[config.mk]
export PLATFORM = sky130hd
export DESIGN_NAME = swd_bit_sequencer_core
export DESIGN_NICKNAME = d
export VERILOG_FILES = /design/src/hdl/swd_seq_pkg.sv /design/src/hdl/swd_seq_datapath.sv /design/src/hdl/swd_seq_ctrl.sv /design/src/hdl/swd_bit_sequencer_core.sv
export VERILOG_INCLUDE_DIRS = /design/src /design/src/hdl
export SDC_FILE = /design/constraint.sdc
export NUM_CORES = 1
export LEC_CHECK = 0
export ABC_AREA = 1
export ABC_CLOCK_PERIOD_IN_PS = 4900
export BUFFER_PORTS_ARGS = -buffer_cell sky130_fd_sc_hd__buf_4
export CAP_MARGIN = 20
export CORE_UTILIZATION = 47
export DETAILED_ROUTE_END_ITERATION = 8
export HOLD_SLACK_MARGIN = 0.06
export PLACE_DENSITY_LB_ADDON = 0.15
export SETUP_SLACK_MARGIN = 0.5
export SLEW_MARGIN = 25
export SYNTH_ARGS = -nofsm -noshare
export SYNTH_HDL_FRONTEND = slang
export SYNTH_HIERARCHICAL = 1
export SYNTH_SLANG_ARGS = --single-unit
[constraint.sdc]
create_clock -name aclk -period 4.9 [get_ports aclk]
set_input_delay 0.98 -clock aclk [delete_from_list [all_inputs] [get_ports aclk]]
set_output_delay 0.98 -clock aclk [all_outputs]
set_load 0.02 [all_outputs]
[src/hdl/assert_macros.svh]
// Assertion helpers shared by the RTL files.
`ifndef ASSERT_MACROS_SVH
`define ASSERT_MACROS_SVH

// Property must hold at every edge outside reset.
`define ASSERT_CLK(label, clk, rstn, prop, msg) \
    label: assert property (@(posedge clk) disable iff (!rstn) prop) else $error(msg);

// Expression must never be true outside reset.
`define ASSERT_NEVER(label, clk, rstn, expr, msg) \
    `ASSERT_CLK(label, clk, rstn, !(expr), msg)

`endif

[src/hdl/swd_seq_pkg.sv]
package swd_seq_pkg;

    localparam int unsigned CNT_W  = 6;
    localparam int unsigned DATA_W = 32;
    localparam int unsigned TBIT_W = 33;

    localparam logic [2:0] REQ_WRITE     = 3'd0;
    localparam logic [2:0] REQ_WRITE_PAR = 3'd1;
    localparam logic [2:0] REQ_READ      = 3'd2;
    localparam logic [2:0] REQ_READ_PAR  = 3'd3;
    localparam logic [2:0] REQ_LINE_RST  = 3'd4;

    localparam logic [CNT_W-1:0] MAX_BITS = 6'd32;

    typedef enum logic [2:0] {
        PK_TURN,
        PK_WBIT,
        PK_WPAR,
        PK_RBIT,
        PK_RPAR,
        PK_LRST
    } pulse_kind_t;

    // Controller to datapath.
    typedef struct packed {
        logic        load;
        logic        emit;
        pulse_kind_t kind;
        logic        last;
    } ctrl_cmd_t;

    // Datapath to controller.
    typedef struct packed {
        logic valid_req;
        logic is_read;
        logic has_parity;
        logic is_reset;
        logic cnt_zero;
        logic data_last;
        logic rst_last;
        logic out_free;
    } dp_status_t;

endpackage

[src/hdl/swd_seq_datapath.sv]
`include "assert_macros.svh"

module swd_seq_datapath #(
    parameter int unsigned RESET_PULSES = 50
) (
    input  logic                     aclk,
    input  logic                     aresetn,
    input  swd_seq_pkg::ctrl_cmd_t   cmd,
    output swd_seq_pkg::dp_status_t  sts,
    input  logic [2:0]               s_req_type,
    input  logic [31:0]              s_write_data,
    input  logic [5:0]               s_bit_count,
    input  logic [32:0]              s_target_bits,
    output logic                     m_valid,
    input  logic                     m_ready,
    output logic                     m_swdio_drive,
    output logic                     m_swdio_level,
    output logic [31:0]              m_read_data,
    output logic                     m_parity_error,
    output logic                     m_last_pulse
);
    import swd_seq_pkg::*;

    logic [2:0]        req_reg;
    logic [DATA_W-1:0] wdata_reg;
    logic [TBIT_W-1:0] tbits_reg;
    logic [CNT_W-1:0]  cnt_reg;
    logic [CNT_W-1:0]  idx_reg, idx_next;
    logic [DATA_W-1:0] acc_reg, acc_next;
    logic              par_reg, par_next;

    logic              m_valid_reg;
    logic              drive_reg, drive_next;
    logic              level_reg, level_next;
    logic [DATA_W-1:0] rdata_reg, rdata_next;
    logic              perr_reg, perr_next;
    logic              last_reg;

    logic              bit_w, bit_r, par_sample;
    logic [CNT_W-1:0]  cnt_sat;

    assign cnt_sat    = (s_bit_count > MAX_BITS) ? MAX_BITS : s_bit_count;
    assign bit_w      = wdata_reg[idx_reg[4:0]];
    assign bit_r      = tbits_reg[idx_reg];
    assign par_sample = tbits_reg[cnt_reg];

    always_comb begin
        sts.valid_req  = (req_reg <= REQ_LINE_RST);
        sts.is_read    = (req_reg == REQ_READ) || (req_reg == REQ_READ_PAR);
        sts.has_parity = (req_reg == REQ_WRITE_PAR) || (req_reg == REQ_READ_PAR);
        sts.is_reset   = (req_reg == REQ_LINE_RST);
        sts.cnt_zero   = (cnt_reg == '0);
        sts.data_last  = ((idx_reg + 6'd1) == cnt_reg);
        sts.rst_last   = (idx_reg == CNT_W'(RESET_PULSES - 1));
        sts.out_free   = !m_valid_reg || m_ready;
    end

    // Build the next pulse word and advance the bit walk.
    always_comb begin
        idx_next   = idx_reg;
        acc_next   = acc_reg;
        par_next   = par_reg;
        drive_next = 1'b0;
        level_next = 1'b0;
        rdata_next = '0;
        perr_next  = 1'b0;
        unique case (cmd.kind)
            PK_TURN: begin
                rdata_next = cmd.last ? acc_reg : '0;
            end
            PK_WBIT: begin
                drive_next = 1'b1;
                level_next = bit_w;
                par_next   = par_reg ^ bit_w;
                idx_next   = idx_reg + 6'd1;
            end
            PK_WPAR: begin
                drive_next = 1'b1;
                level_next = par_reg;
            end
            PK_RBIT: begin
                if (bit_r) begin
                    acc_next = acc_reg | (DATA_W'(1) << idx_reg[4:0]);
                end
                par_next   = par_reg ^ bit_r;
                idx_next   = idx_reg + 6'd1;
                rdata_next = cmd.last ? acc_next : '0;
            end
            PK_RPAR: begin
                rdata_next = acc_reg;
                perr_next  = par_reg ^ par_sample;
            end
            PK_LRST: begin
                drive_next = 1'b1;
                level_next = 1'b1;
                idx_next   = idx_reg + 6'd1;
            end
            default: begin
            end
        endcase
    end

    always_ff @(posedge aclk) begin
        if (cmd.load) begin
            req_reg   <= s_req_type;
            wdata_reg <= s_write_data;
            tbits_reg <= s_target_bits;
            cnt_reg   <= cnt_sat;
            idx_reg   <= '0;
            acc_reg   <= '0;
            par_reg   <= 1'b0;
        end else if (cmd.emit) begin
            idx_reg <= idx_next;
            acc_reg <= acc_next;
            par_reg <= par_next;
        end
        if (cmd.emit) begin
            drive_reg <= drive_next;
            level_reg <= level_next;
            rdata_reg <= rdata_next;
            perr_reg  <= perr_next;
            last_reg  <= cmd.last;
        end
    end

    always_ff @(posedge aclk) begin
        if (!aresetn) begin
            m_valid_reg <= 1'b0;
        end else if (cmd.emit) begin
            m_valid_reg <= 1'b1;
        end else if (m_ready) begin
            m_valid_reg <= 1'b0;
        end
    end

    assign m_valid        = m_valid_reg;
    assign m_swdio_drive  = drive_reg;
    assign m_swdio_level  = level_reg;
    assign m_read_data    = rdata_reg;
    assign m_parity_error = perr_reg;
    assign m_last_pulse   = last_reg;

    `ASSERT_CLK(a_bit_in_range, aclk, aresetn, cmd.emit && (cmd.kind == PK_RBIT || cmd.kind == PK_WBIT) |-> idx_reg < cnt_reg, "data bit index past bit count")
    `ASSERT_NEVER(a_perr_not_last, aclk, aresetn, m_valid && m_parity_error && !m_last_pulse, "parity error off the last pulse")

endmodule

[src/hdl/swd_seq_ctrl.sv]
`include "assert_macros.svh"

module swd_seq_ctrl (
    input  logic                     aclk,
    input  logic                     aresetn,
    input  logic                     s_valid,
    output logic                     s_ready,
    input  swd_seq_pkg::dp_status_t  sts,
    output swd_seq_pkg::ctrl_cmd_t   cmd
);
    import swd_seq_pkg::*;

    typedef enum logic [2:0] {
        ST_IDLE,
        ST_START,
        ST_TURN,
        ST_DATA,
        ST_PAR,
        ST_RST
    } state_t;

    state_t state_reg, state_next, body_state;
    logic   line_is_input_reg, line_is_input_next;

    // First body state, chosen by the command; entered after a turnaround or straight from the start state.
    always_comb begin
        priority if (sts.is_reset) begin
            body_state = ST_RST;
        end else if (!sts.cnt_zero) begin
            body_state = ST_DATA;
        end else if (sts.has_parity) begin
            body_state = ST_PAR;
        end else begin
            body_state = ST_IDLE;
        end
    end

    always_comb begin
        state_next         = state_reg;
        line_is_input_next = line_is_input_reg;
        cmd.load           = 1'b0;
        cmd.emit           = 1'b0;
        cmd.kind           = PK_TURN;
        cmd.last           = 1'b0;
        unique case (state_reg)
            ST_IDLE: begin
                if (s_valid) begin
                    cmd.load   = 1'b1;
                    state_next = ST_START;
                end
            end
            ST_START: begin
                priority if (!sts.valid_req) begin
                    state_next = ST_IDLE;
                end else if (sts.is_read != line_is_input_reg) begin
                    line_is_input_next = sts.is_read;
                    state_next         = ST_TURN;
                end else begin
                    state_next = body_state;
                end
            end
            ST_TURN: begin
                cmd.kind = PK_TURN;
                cmd.last = (body_state == ST_IDLE);
                if (sts.out_free) begin
                    cmd.emit   = 1'b1;
                    state_next = body_state;
                end
            end
            ST_DATA: begin
                cmd.kind = sts.is_read ? PK_RBIT : PK_WBIT;
                cmd.last = sts.data_last && !sts.has_parity;
                if (sts.out_free) begin
                    cmd.emit = 1'b1;
                    if (sts.data_last) begin
                        state_next = sts.has_parity ? ST_PAR : ST_IDLE;
                    end
                end
            end
            ST_PAR: begin
                cmd.kind = sts.is_read ? PK_RPAR : PK_WPAR;
                cmd.last = 1'b1;
                if (sts.out_free) begin
                    cmd.emit   = 1'b1;
                    state_next = ST_IDLE;
                end
            end
            ST_RST: begin
                cmd.kind = PK_LRST;
                cmd.last = sts.rst_last;
                if (sts.out_free) begin
                    cmd.emit = 1'b1;
                    if (sts.rst_last) begin
                        state_next = ST_IDLE;
                    end
                end
            end
            default: begin
                state_next = ST_IDLE;
            end
        endcase
    end

    always_ff @(posedge aclk) begin
        if (!aresetn) begin
            state_reg         <= ST_IDLE;
            line_is_input_reg <= 1'b0;
        end else begin
            state_reg         <= state_next;
            line_is_input_reg <= line_is_input_next;
        end
    end

    assign s_ready = (state_reg == ST_IDLE);

    `ASSERT_CLK(a_emit_free, aclk, aresetn, cmd.emit |-> sts.out_free, "pulse issued into a full output register")
    `ASSERT_CLK(a_dir_turn, aclk, aresetn, line_is_input_reg != $past(line_is_input_reg) |-> state_reg == ST_TURN, "direction changed without turnaround")

endmodule

[src/hdl/swd_bit_sequencer_core.sv]
// Flow: a taken command word is latched in the datapath, the controller checks it in its start state,
//   and the first pulse word is then registered into the output register once that register is free.
// Throughput: one pulse word per cycle while m_ready stays high.
// The next command is taken once the last pulse word of this one sits in the output register.
// Reset (aresetn low, synchronous): the controller returns to idle, the line direction
//   returns to master-driving and the output register is emptied.
module swd_bit_sequencer_core #(
    parameter int unsigned RESET_PULSES = 50
) (
    input  logic        aclk,
    input  logic        aresetn,
    input  logic        s_valid,
    output logic        s_ready,
    input  logic [2:0]  s_req_type,
    input  logic [31:0] s_write_data,
    input  logic [5:0]  s_bit_count,
    input  logic [32:0] s_target_bits,
    output logic        m_valid,
    input  logic        m_ready,
    output logic        m_swdio_drive,
    output logic        m_swdio_level,
    output logic [31:0] m_read_data,
    output logic        m_parity_error,
    output logic        m_last_pulse
);
    import swd_seq_pkg::*;

    // Command flow: the controller steps through turnaround, data bits, parity
    // and line reset pulses; the datapath latches the command word, walks the
    // bit index, folds parity and gathers read bits, and owns the output register.
    ctrl_cmd_t  cmd;
    dp_status_t sts;

    swd_seq_ctrl u_ctrl (
        .aclk    (aclk),
        .aresetn (aresetn),
        .s_valid (s_valid),
        .s_ready (s_ready),
        .sts     (sts),
        .cmd     (cmd)
    );

    swd_seq_datapath #(
        .RESET_PULSES (RESET_PULSES)
    ) u_datapath (
        .aclk           (aclk),
        .aresetn        (aresetn),
        .cmd            (cmd),
        .sts            (sts),
        .s_req_type     (s_req_type),
        .s_write_data   (s_write_data),
        .s_bit_count    (s_bit_count),
        .s_target_bits  (s_target_bits),
        .m_valid        (m_valid),
        .m_ready        (m_ready),
        .m_swdio_drive  (m_swdio_drive),
        .m_swdio_level  (m_swdio_level),
        .m_read_data    (m_read_data),
        .m_parity_error (m_parity_error),
        .m_last_pulse   (m_last_pulse)
    );

endmodule

=== Yosys cells after proc, flatten, opt, wreduce, memory -nomap -nowiden ===
Cells that the tools add are included.

* Logic and storage cells: 103
* Output and inout port bits: 38
* Bits in registers: 154
* Input port bits: 78

* Bitwise operators: 4
* Equal/unequal tests: 24
* $lt $le $gt $ge: 5
* Shifts and indexed selects: 1
* Multiplexer cells: 34
* Reductions and logical operators: 19
* $add $sub $neg: 1

{| class="wikitable"
|+ Operators with widths
! operator !! number
|-
| $mux 32 || 3
|-
| $pmux 32 s3 || 1
|-
| $mux 3 || 13
|-
| $or 32x32->32 || 1
|-
| $shl 1x5->32 const A || 1
|-
| $pmux 5 s4 || 1
|-
| $eq 3x2->1 const B || 6
|-
| $pmux 3 s6 || 1
|-
| $eq 3x3->1 const B || 5
|-
| $lt 6x7->1 const B || 2
|-
| $bmux 1 s6 || 2
|-
| $ne 2x2->1 const B || 5
|-
| $eq 3x1->1 const B || 3
|-
| $logic_not 3->1 || 3
|-
| $mux 1 || 9
|-
| $reduce_and 7->1 || 1
|-
| $add 6x1->6 const B || 1
|-
| $eq 6x6->1 || 1
|-
| $eq 6x6->1 const B || 1
|-
| $gt 6x6->1 const B || 1
|-
| $logic_not 6->1 || 1
|-
| $lt 5x6->1 const B || 1
|-
| $reduce_and 2->1 || 3
|-
| $reduce_or 3->1 || 2
|-
| 13 further kinds || 20
|}

=== Depth between registers and ports, before layout ===
* Depth after elaboration: 10
* Mapped depth: 15
* Gate-level depth less buffers: 14

=== By module ===
The synthesis kept the hierarchy.

{| class="wikitable"
|+ By module, submodules not included
! module !! cells an instance !! area an instance (um2) !! sequential area each (um2) !! instances
|-
| swd_seq_datapath || 740 || 6879.1 || 4103.9 || 1
|-
| swd_seq_ctrl || 74 || 427.9 || 80.1 || 1
|}

=== Worst setup path before layout ===
No wires, ideal clock.

* Path kind: input port to flip-flop
* Start point: in s_valid
* End point: reg u_datapath.idx_reg[5]
* Cell stages on the path: 7
* Required time: 4784 ps
* Path slack: -179 ps
* Buffers on the path: 2
* Arrival time: 4963 ps
* Library setup time: 116 ps
* Cells stage by stage: inv_1 nor2_1 inv_1 clkbuf_1 clkbuf_1 o211ai_1 inv_1

{| class="wikitable"
|+ RTL lines
! what !! RTL line !! source
|-
| from (decl) || swd_bit_sequencer_core.sv:12 || <nowiki>input logic s_valid,</nowiki>
|-
| to (signal assigned) || swd_seq_datapath.sv:113 || <nowiki>idx_reg <= idx_next;</nowiki>
|-
| to (decl) || swd_seq_datapath.sv:28 || <nowiki>logic [CNT_W-1:0] idx_reg, idx_next;</nowiki>
|}

==> impl_metrics.csv <==
group,metric,value,unit
sta,setup_viol,0,
logic_synthesis,ys_seq_area_frac,0.573,
cts,cts_num_sinks,154,
grt,grt_start_max_net_pins,76,
setup_path,arrival,3.74,ns
floorplan,fp-row-count,45,
setup_path,cp_data_required_time,5.18,ns
logic_synthesis,synthesis.area,7310,sq um
setup_path,endpoint_kind,"register",
grt,antenna_found_initial,0,
cts,clock_path_buffers,2,
place,dp_hpwl,11200,um
outcome,status,"complete, no violations",
route,post_drt_via_cell_ratio,5.19,
power_and_ir_drop,pwr-share-comb,0.195,
logic_synthesis,synth_top_area_frac,0.452,
route,drc,0,
logic_synthesis,yosysTopAreaCell,"edfxtp_1",
logic_synthesis,synth.most_common_cell,"nand2_1",
logic_synthesis,synth.avg_cell_area,8.98,sq um
sta,max_freq,289,MHz
route,firstDrtPassIters,5,
power_and_ir_drop,power_per_cell_area,429,nW/um^2
place,port_buffers,115,
setup_path,path_max_fanout,31,
cts,clk_latency,0.42,ns
sta,finalHoldWorstSlack,0.473,ns
cts,postCtsSetupRepairBufs,0,
logic_synthesis,synth_nets,898,
power_and_ir_drop,power_frac_clock,0.349,
cts,ctsHoldBuffers,0,
cts,cts_resized,0,
sta,setup_tns,0,ns
power_and_ir_drop,power_switching_share,0.298,
grt,grt-ovfl-total,0,
route,wl_per_cell,15.0,um
cts,cts_tree,"yes",
power_and_ir_drop,p_leak,3.53,nW
cells_and_area,largest_register_ffs,33,
power_and_ir_drop,irDropWorstVdd,0.000254,V
power_and_ir_drop,totalPowerFinal,0.00382,W
cells_and_area,drive_gt1_frac,0.206,
sta,worst_pin_slew,0.990,ns
run,drv_cap,0,
sta,clock_skew,0.0104,ns
logic_synthesis,synth_common_cells,"nand2_1 (170), edfxtp_1 (110), nor2_1 (107)",
sta,drv_slew,0,
setup_path,r2r-start,"u_datapath/cnt_reg[0]$_SDFFCE_PN0P_",
route,dr_total_vias,5826,
min_path,min_path_type,"reg -> reg",
grt,grt_usage,0.219,
route,drt_iter0_drc,540,
grt,grt_pass1_wl,27000,um
setup_path,start_kind,"register",
cells_and_area,num_antenna_cells,0,
setup_path,path_class,"reg -> reg",
power_and_ir_drop,intPower,0.00268,W
sta,slew-limit-headroom,0.336,
logic_synthesis,ys_warn_count,6,
power_and_ir_drop,p_seq_frac,0.456,
cts,cts.clk_slew.worst_paths,0.06,ns
floorplan,start_util,0.481,
cts,cts_buffers,17,
min_path,hold_start,"u_datapath/acc_reg[18]$_SDFFE_PP0P_",
cts,htree_levels,4,
floorplan,io_pins,116,
floorplan,die_h,127,um
route,postRouteAntennaNets,0,
cells_and_area,fin_area,8910,sq um
sta,finalCriticalPeriod,3.46,ns
logic_synthesis,synth-main-ff-cell,"edfxtp_1",
cells_and_area,syn2layout_area_growth,21.9,%
power_and_ir_drop,switching_power,0.00114,W
sta,hold_viol_final,0,
place,gp_congestion,0.852,
logic_synthesis,ys_ff_latch,154,
sta,rsz0062_at_grt,"false",
logic_synthesis,yosys-top-cells-area,"edfxtp_1 (45%), dfxtp_1 (12%), nand2_1 (8.7%)",
floorplan,dieArea,16000,sq um
sta,period_share,0.706,
route,wirelength,16800,um
floorplan,die_x,127,um
setup_path,crit_start,"u_datapath/cnt_reg[0]$_SDFFCE_PN0P_",
logic_synthesis,ys_types,37,
cts,root_buffer,"clkbuf_16",
grt,grt_pass1_vias,5426,
logic_synthesis,synth-edff-count,110,
setup_path,rrSetupSlack,1.44,ns
cells_and_area,layout.nets,1005,
floorplan,coreArea,15200,sq um
place,place_area,8310,sq um
logic_synthesis,syn_inst,814,
logic_synthesis,ys_async_sr_fraction,0,
-- power by group through the flow --
stage | logic (W) | registers, W | clock network, W
finish | 0.000745 | 0.00174 | 0.00133
global route | 0.000836 | 0.00176 | 0.00142
CTS | 0.000749 | 0.00174 | 0.00136
detailed placement | 0.000746 | 0.00177 | 0
global placement | 0.000741 | 0.00176 | 0
floorplan | 0.000474 | 0.00178 | 0
-- through the flow --
step / setup slack, ns / cells / util
4_1_cts: 1.43 / 1122 / 0.586
5_1_grt: 1.03 / 1122 / 0.586
3_3_place_gp: 1.37 / 1090 / 0.547
2_1_floorplan: 0.702 / 814 / -
6_report: 1.44 / 1122 / 0.586
3_5_place_dp: 1.45 / 1090 / 0.547
-- path summary, 6_finish.rpt --
check / end / depth (start not counted)
setup reg to reg: u_datapath/m_read_data[3]$_DFFE_PP_ / 12
hold / removal: u_datapath/acc_reg[18]$_SDFFE_PP0P_ / 2
hold reg to reg: u_datapath/acc_reg[18]$_SDFFE_PP0P_ / 2
setup / recovery: u_datapath/m_read_data[3]$_DFFE_PP_ / 12
-- kinds of logic (layout without fill, tap and decap cells) --
group,count (synthesis),in the layout,synth area share
and+or+nand+nor,368,368,0.213
AOI/OAI and AO/OA,158,158,0.128
DFF,154,154,0.573
adders and majority gates,6,6,0.0103
buffers and inverters,122,242,0.0692
xor gates and xnor gates,6,6,0.00719
-- critical path, cell delays in order, from the launching register on --
cell      delay, ns
edfxtp_1       0.69
inv_1          0.40
nand2_1        0.09
a21oi_1        0.15
nand4_1        0.12
nor4_1         0.35
inv_1          0.10
o311ai_0       0.53
o21ai_0        0.18
inv_1          0.08
buf_4          0.32
nand2_1        0.13
a21oi_2        0.15
-- cells in the final DEF, fill, tap and decap left out, types with 6 or more instances in the layout --
cell type and count:
clkbuf_16 17, nand2_1 170, nand3_1 52, xor2_1 6, nor3_1 11, a21oi_1 67, a21oi_4 8, buf_4 124
nor2_1 106, o21ai_0 65, ha_1 6, dfxtp_1 44, inv_1 80, nand4_1 11, edfxtp_1 110, a21oi_2 10
-- area by class of cell --
type | instances | area [sq um]
fillers | 1323 | 6290
flip-flops and latches | 154 | 4180
multi-input cells | 538 | 2640
repair buffers | 124 | 931
clock buffers | 17 | 425
inverters | 86 | 323
well taps | 188 | 235
clock inverters | 15 | 174
-- routing by layer --
| layer | routed length (um) | vias up | global-route usage | share of wire |
|---|---|---|---|---|
| met5 | 0 | - | 0 | 0 |
| met1 | 7590 | 2665 | 0.282 | 0.45 |
| li1 | - | 2939 | - | - |
| met3 | 852 | 21 | 0.0426 | 0.051 |
| met4 | 284 | 0 | 0.0784 | 0.017 |
| met2 | 8090 | 201 | 0.370 | 0.48 |
(Power assumes the default switching activity.)
